===== src/hw/rtl/vsmu_pkg.sv =====
`timescale 1ns / 1ps
// ----------------------------------------------------------------------------
// vsmu_pkg
// Shared types and constants for the vector/scalar move unit.
// ----------------------------------------------------------------------------
package vsmu_pkg;

	// operation codes
	localparam logic [2:0] FUNC_VMV_X_S  = 3'd0;
	localparam logic [2:0] FUNC_VMV_S_X  = 3'd1;
	localparam logic [2:0] FUNC_VFMV_F_S = 3'd2;
	localparam logic [2:0] FUNC_VFMV_S_F = 3'd3;
	localparam logic [2:0] FUNC_VMV_NR   = 3'd4;

	// element width codes
	localparam logic [2:0] EW_8  = 3'd0;
	localparam logic [2:0] EW_16 = 3'd1;
	localparam logic [2:0] EW_32 = 3'd2;
	localparam logic [2:0] EW_64 = 3'd3;

	localparam logic [63:0] KEEP_8      = 64'hFFFF_FFFF_FFFF_FF00;
	localparam logic [63:0] KEEP_16     = 64'hFFFF_FFFF_FFFF_0000;
	localparam logic [63:0] HI32_ONES   = 64'hFFFF_FFFF_0000_0000;
	localparam logic [63:0] ONES64      = 64'hFFFF_FFFF_FFFF_FFFF;
	localparam logic [31:0] LO32_ONES   = 32'hFFFF_FFFF;
	localparam logic [31:0] CANON_NAN32 = 32'h7FC0_0000;

	typedef struct packed {
		logic [2:0]  func;
		logic [63:0] scalar_in;
		logic [63:0] vsrc_lo;
		logic [63:0] vsrc_hi;
		logic [63:0] old_lo;
		logic [63:0] old_hi;
		logic [6:0]  start_index;
		logic [7:0]  vector_length;
		logic [2:0]  elem_width;
		logic        tail_agnostic;
	} move_req_t;

	typedef struct packed {
		logic [63:0] result_lo;
		logic [63:0] result_hi;
	} move_res_t;

endpackage


===== src/hw/rtl/vsmu_move_core.sv =====
`timescale 1ns / 1ps
// ----------------------------------------------------------------------------
// vsmu_move_core
// Combinational datapath: selects and fills the result of one move.
// ----------------------------------------------------------------------------
module vsmu_move_core (
	input  vsmu_pkg::move_req_t req,
	output vsmu_pkg::move_res_t res
);
	import vsmu_pkg::*;

	logic        empty;
	logic [63:0] sext_lo;
	logic [63:0] tail_hi;
	logic [63:0] sx_lo;
	logic [63:0] fsx_lo;
	logic [31:0] fsx_e0;
	logic [63:0] whole_lo;
	logic [63:0] whole_hi;
	logic [127:0] whole_src;
	logic [127:0] whole_old;
	logic [127:0] whole_res;

	// no active element: vl is zero or vstart reaches vl
	assign empty = (req.vector_length == 8'd0) ||
		({1'b0, req.start_index} >= req.vector_length);

	assign tail_hi = req.tail_agnostic ? ONES64 : req.old_hi;

	always_comb begin
		case (req.elem_width)
			EW_8:    sext_lo = {{56{req.vsrc_lo[7]}}, req.vsrc_lo[7:0]};
			EW_16:   sext_lo = {{48{req.vsrc_lo[15]}}, req.vsrc_lo[15:0]};
			EW_32:   sext_lo = {{32{req.vsrc_lo[31]}}, req.vsrc_lo[31:0]};
			EW_64:   sext_lo = req.vsrc_lo;
			default: sext_lo = '0;
		endcase
	end

	always_comb begin
		case (req.elem_width)
			EW_8:    sx_lo = ((req.tail_agnostic ? KEEP_8 : (req.old_lo & KEEP_8)) |
				(req.scalar_in & ~KEEP_8));
			EW_16:   sx_lo = ((req.tail_agnostic ? KEEP_16 : (req.old_lo & KEEP_16)) |
				(req.scalar_in & ~KEEP_16));
			EW_32:   sx_lo = ((req.tail_agnostic ? HI32_ONES : (req.old_lo & HI32_ONES)) |
				(req.scalar_in & ~HI32_ONES));
			default: sx_lo = req.scalar_in;
		endcase
	end

	// replace a badly boxed single with the canonical NaN
	assign fsx_e0 = (req.scalar_in[63:32] == LO32_ONES) ? req.scalar_in[31:0] : CANON_NAN32;
	assign fsx_lo = {(req.tail_agnostic ? LO32_ONES : req.old_lo[63:32]), fsx_e0};

	assign whole_src = {req.vsrc_hi, req.vsrc_lo};
	assign whole_old = {req.old_hi, req.old_lo};

	// per byte: copy from source when its element index is at or above vstart
	always_comb begin
		for (int b = 0; b < 16; b++) begin
			logic [3:0] idx;
			idx = 4'(b) >> req.elem_width[1:0];
			whole_res[b*8 +: 8] = ({3'd0, idx} >= req.start_index) ?
				whole_src[b*8 +: 8] : whole_old[b*8 +: 8];
		end
	end
	assign whole_lo = whole_res[63:0];
	assign whole_hi = whole_res[127:64];

	always_comb begin
		res.result_lo = '0;
		res.result_hi = '0;
		case (req.func)
			FUNC_VMV_X_S: begin
				res.result_lo = sext_lo;
			end
			FUNC_VMV_S_X: begin
				if (empty) begin
					res.result_lo = req.old_lo;
					res.result_hi = req.old_hi;
				end else if (!req.elem_width[2]) begin
					res.result_lo = sx_lo;
					res.result_hi = tail_hi;
				end
			end
			FUNC_VFMV_F_S: begin
				if (req.elem_width == EW_32) begin
					res.result_lo = HI32_ONES | {32'd0, req.vsrc_lo[31:0]};
				end else if (req.elem_width == EW_64) begin
					res.result_lo = req.vsrc_lo;
				end
			end
			FUNC_VFMV_S_F: begin
				if (empty) begin
					res.result_lo = req.old_lo;
					res.result_hi = req.old_hi;
				end else if (req.elem_width == EW_32) begin
					res.result_lo = fsx_lo;
					res.result_hi = tail_hi;
				end else if (req.elem_width == EW_64) begin
					res.result_lo = req.scalar_in;
					res.result_hi = tail_hi;
				end
			end
			FUNC_VMV_NR: begin
				if (!req.elem_width[2]) begin
					res.result_lo = whole_lo;
					res.result_hi = whole_hi;
				end
			end
			default: begin
				res.result_lo = '0;
				res.result_hi = '0;
			end
		endcase
	end

endmodule


===== src/hw/rtl/vector_scalar_move_unit.sv =====
`timescale 1ns / 1ps
// ----------------------------------------------------------------------------
// vector_scalar_move_unit
// 128-bit vector/scalar and whole-register move unit, one move per item.
// ----------------------------------------------------------------------------
//  channel | signals                       | direction
//  --------+-------------------------------+----------
//  in      | in_valid, in_ready, fields    | consumer
//  out     | out_valid, out_ready, results | producer
//
// One item per cycle sustained while the output is not stalled; each item
// passes the input register, then the result register, with the move datapath between them.
// arst_n clears both valid flags; payload registers are not reset.
// An output stall holds the result register and backs up into the input
// register; in_ready drops only when both stages are full and out is stalled.
module vector_scalar_move_unit (
	input  logic        clk,
	input  logic        arst_n,
	input  logic        in_valid,
	output logic        in_ready,
	input  logic [2:0]  func,
	input  logic [63:0] scalar_in,
	input  logic [63:0] vsrc_lo,
	input  logic [63:0] vsrc_hi,
	input  logic [63:0] old_lo,
	input  logic [63:0] old_hi,
	input  logic [6:0]  start_index,
	input  logic [7:0]  vector_length,
	input  logic [2:0]  elem_width,
	input  logic        tail_agnostic,
	output logic        out_valid,
	input  logic        out_ready,
	output logic [63:0] result_lo,
	output logic [63:0] result_hi
);
	import vsmu_pkg::*;

	move_req_t req_s1;
	logic      valid_s1;
	move_res_t res_s1;
	move_res_t res_q;
	logic      out_valid_q;
	logic      out_free;
	logic      adv_s1;

	assign out_free = !out_valid_q || out_ready;
	assign adv_s1   = valid_s1 && out_free;
	assign in_ready = !valid_s1 || out_free;

	always_ff @(posedge clk or negedge arst_n) begin
		if (!arst_n) begin
			valid_s1 <= 1'b0;
		end else if (in_ready) begin
			valid_s1 <= in_valid;
		end
	end

	always_ff @(posedge clk) begin
		if (in_valid && in_ready) begin
			req_s1 <= '{func: func, scalar_in: scalar_in, vsrc_lo: vsrc_lo,
				vsrc_hi: vsrc_hi, old_lo: old_lo, old_hi: old_hi,
				start_index: start_index, vector_length: vector_length,
				elem_width: elem_width, tail_agnostic: tail_agnostic};
		end
	end

	vsmu_move_core u_core (
		.req (req_s1),
		.res (res_s1)
	);

	always_ff @(posedge clk or negedge arst_n) begin
		if (!arst_n) begin
			out_valid_q <= 1'b0;
		end else if (out_free) begin
			out_valid_q <= valid_s1;
		end
	end

	always_ff @(posedge clk) begin
		if (adv_s1) begin
			res_q <= res_s1;
		end
	end

	assign out_valid = out_valid_q;
	assign result_lo = res_q.result_lo;
	assign result_hi = res_q.result_hi;

`ifndef NO_ASSERTIONS
	a_empty_stage_ready: assert property (@(posedge clk) disable iff (!arst_n)
		!valid_s1 |-> in_ready)
		else $error("input stage empty but in_ready low");

	a_accept_fills_s1: assert property (@(posedge clk) disable iff (!arst_n)
		(in_valid && in_ready) |=> valid_s1)
		else $error("accepted transfer lost from input stage");

	a_s1_advances: assert property (@(posedge clk) disable iff (!arst_n)
		(valid_s1 && !out_valid_q) |=> out_valid_q)
		else $error("input stage did not advance into free result register");

	a_out_drains: assert property (@(posedge clk) disable iff (!arst_n)
		(out_valid_q && out_ready && !valid_s1) |=> !out_valid_q)
		else $error("result repeated after transfer");
`endif

endmodule


===== config.mk =====
export PLATFORM = sky130hd
export DESIGN_NAME = vector_scalar_move_unit
export DESIGN_NICKNAME = d
export VERILOG_FILES = /design/src/hw/rtl/vsmu_pkg.sv /design/src/hw/rtl/vsmu_move_core.sv /design/src/hw/rtl/vector_scalar_move_unit.sv
export SDC_FILE = /design/constraint.sdc
export NUM_CORES = 1
export LEC_CHECK = 0
export ABC_AREA = 1
export BUFFER_PORTS_ARGS = -buffer_cell sky130_fd_sc_hd__buf_2
export CAP_MARGIN = 0
export CELL_PAD_IN_SITES_DETAIL_PLACEMENT = 0
export CELL_PAD_IN_SITES_GLOBAL_PLACEMENT = 1
export CORE_UTILIZATION = 42
export CTS_CLUSTER_DIAMETER = 200
export DETAILED_ROUTE_END_ITERATION = 8
export GPL_TIMING_DRIVEN = 0
export PLACE_DENSITY_LB_ADDON = 0.25
export SYNTH_ARGS = -nofsm -noshare
export SYNTH_HDL_FRONTEND = slang
export SYNTH_SLANG_ARGS = --single-unit

===== constraint.sdc =====
create_clock -name clk -period 9.6 [get_ports clk]
set_input_delay 1.92 -clock clk [delete_from_list [all_inputs] [get_ports clk]]
set_output_delay 1.92 -clock clk [all_outputs]
set_load 0.01 [all_outputs]

==> metrics.yaml <==
run_status:
  status: "completed"
clock_tree:
  cts_setup_buffers: 0
  cts_tree: "built"
  cts_sinks: 472
  cts-resized-gates: 0
  clockBufferDepth: 3
  h-tree-depth: 2
  clock_latency_ps: 620
  clk_pin_slew_worst_paths_ps: 60
  hold_buffers: 0
  clockRootBuffer: "clkbuf_16"
  cts_buffers: 52
layout:
  fillers: 5073
  final_nets: 3523
  regArea_sq_um: 14200
  finalInstanceArea_sq_um: 29000
  areaGrowthSynthToFinish_pct: 22.2
  drive_above_1_share_pct: 21.2
  multi_input_area_sq_um: 8090
power:
  cellLeakagePower_nw: 13.3
  powerDensity_nw_per_um2: 188
  ir_worst_vdd_mv: 0.188
  power_mw: 5.47
die:
  fp-row-count: 86
  die-area_sq_um: 57500
  coreArea_sq_um: 55400
  die_w_um: 240
  chipHeight_um: 240
  ioPinCount: 476
  start_util_pct: 42.8
synthesis:
  syn_inst: 2605
  synth_ff_type: "edfxtp_1"
  synth_most_common_cell: "nand2_1"
  synth_edf_count: 470
  ys_ff_latch: 472
  yosys.area.top_type: "edfxtp_1"
  synth-async-reset-ratio_pct: 0.424
  ys_top_cells_by_count: "nand2_1 (732), edfxtp_1 (470), nand3_1 (422)"
  synth.distinct_cells: 34
  ys_seq_area_share_pct: 59.7
  yosys_warnings: 0
  yosys-top-cells-area: "edfxtp_1 (59%), nand2_1 (12%), nand3_1 (8.9%)"
  synthesis.nets: 2987
  synth_top_area_share_pct: 59.5
  avgSynthCellArea_sq_um: 9.11
  syn_area_sq_um: 23700
hold_path:
  whs_path_depth: 2
  hold_start: "req_s1[89]$_DFFE_PP_"
  hold_path_class: "reg -> reg"
  hold_path_end: "result_lo[6]$_DFFE_PP_"
detailed_routing:
  avgViaCountPerCell: 5.25
  drtIter0Drc: 1809
  drc_errors: 0
  dr.pass1.iters: 6
  routed_wl_um: 82500
  drtAntennaViolNets: 0
  routedWlPerCell_um: 20.9
  vias: 20700
sta:
  worst_slack_ps: 5270
  fin_skew_ps: 23.1
  rsz0062_at_grt: "false"
  slew_violations: 0
  period_share_pct: 45.1
  clock.fmax_mhz: 231
  finalHoldViolCount: 0
  final.min_clock_period_ps: 4330
  slew_headroom_pct: 34.6
  final.setup.tns_ps: 0
  setup_viol: 0
  worst_slew_pin_slew_ps: 977
worst_setup_path:
  required_ps: 7680
  start_kind: "input port"
  r2r_slack_ps: 5730
  cp_data_arrival_time_ps: 2410
  r2r_cells: 15
  reg2reg_from: "req_s1[12]$_DFFE_PP_"
  crit_fanout: 3
  crit_path_end_kind: "output port"
  rr_endpoint: "result_hi[51]$_DFFE_PP_"
  crit_type: "in -> out"
job:
  cap_violations: 0
place:
  routabilityCongestion: 0.896
  dpl.hpwl_um: 61200
  pre_cts_slack_ps: 5270
  placed_area_sq_um: 27200
  port_buffers: 475
global_route:
  grt_start_max_net_pins: 137
  grt-ovfl-total: 0
  grt_pass1_wl_um: 120000
  grtUsageTotal_pct: 28.2
  grt_pass1_vias: 20000
  antenna_found_initial: 16
worst max-delay path, stage by stage:
cell	delay, ps
buf_2	100
inv_1	110
nand3_1	120
buf_2	160
routing by layer:
layer  routed length [um]  vias up  part of all wire (%)  GRT usage, %
met5                   75        -                 0.091             0
met4                 2640       14                   3.2          10.4
met3                 6700      175                   8.1          5.84
met2                38400      898                    47          45.4
met1                34700     9808                    42          37.5
li1                     -     9827                     -             -
cells in the final DEF (no fill, tap or decap), types with 3 or more instances in the layout:
| master | Yosys | final |
|---|---|---|
| buf_2 | 32 | 507 |
| edfxtp_1 | 470 | 470 |
| buf_12 | 0 | 5 |
| clkinv_2 | 0 | 6 |
| clkbuf_1 | 67 | 75 |
| nand4_1 | 12 | 12 |
| o21ai_0 | 101 | 101 |
| o21ai_1 | 28 | 28 |
| nand3b_1 | 30 | 30 |
| bufinv_16 | 0 | 7 |
| clkbuf_16 | 0 | 52 |
| diode_2 | 0 | 12 |
| clkinv_1 | 1 | 9 |
| a21oi_1 | 83 | 82 |
| nand2_4 | 3 | 3 |
| clkinvlp_4 | 0 | 8 |
| buf_1 | 11 | 11 |
| nand3_1 | 422 | 422 |
| nor2_4 | 4 | 4 |
| nor2_2 | 5 | 5 |
| inv_1 | 245 | 244 |
| nand2_1 | 732 | 732 |
| nor2_1 | 247 | 247 |
| inv_2 | 12 | 12 |
| buf_4 | 7 | 7 |
| or2_2 | 26 | 26 |
| inv_6 | 0 | 5 |
| nand2_2 | 11 | 11 |
| ha_1 | 36 | 36 |
| o21ai_2 | 6 | 6 |
flip-flops by register name (all words and copies together), names as in the netlist:
register   flops
req_s1       342
result_lo     64
out_valid      1
result_hi     64
valid_s1       1
worst max path at each step:
| stage | start | end | slack, ps | depth (start not counted) |
|---|---|---|---|---|
| 2_1_floorplan | out_ready | req_s1[0]$_DFFE_PP_ | 100 | 4 |
| 3_3_place_gp | out_ready | result_lo[61]$_DFFE_PP_ | -3780 | 3 |
| 3_5_place_dp | out_ready | in_ready | 5270 | 4 |
| 4_1_cts | out_ready | in_ready | 5270 | 4 |
| 5_1_grt | out_ready | in_ready | 5220 | 4 |
| 6_report | out_ready | in_ready | 5270 | 4 |
report_power, final:
group | switching [mW] | total [mW] | internal, mW | leakage [nW]
Combinational | 0.551 | 0.812 | 0.261 | 7.85
Sequential | 0.0844 | 2.58 | 2.50 | 4.58
Clock | 0.875 | 2.07 | 1.20 | 0.832
cell type report:
type	instances	share of cell area (%)
multi-input cells	1756	27.9
well taps	748	3.23
repair buffers	482	8.73
inverters	259	3.39
clock inverters	37	1.45
diodes	12	0.104
clock buffers	60	4.59
flip-flops and latches	472	48.8
plain buffers	118	1.78
kinds of logic (layout without fill, tap and decap cells):
group | after synthesis | in the layout | synth area share (%)
simple gates | 1498 | 1498 | 27.3
flops | 472 | 472 | 59.7
buf+inv | 377 | 956 | 6.28
compound gates | 221 | 221 | 4.79
fa+ha+maj | 36 | 36 | 1.90
xor+xnor | 1 | 1 | 0.0369
other cells | 0 | 12 | 0
stage by stage:
stage | cells | util [%] | hold slack [ps]
global route | 3939 | 52.3 | 557
finish | 3944 | 52.3 | 527
CTS | 3932 | 52.3 | 531
detailed placement | 3835 | 49.1 | 515
floorplan | 2605 | - | 447
global placement | 3828 | 48.8 | 457
Power figures use the tool's default switching activity.
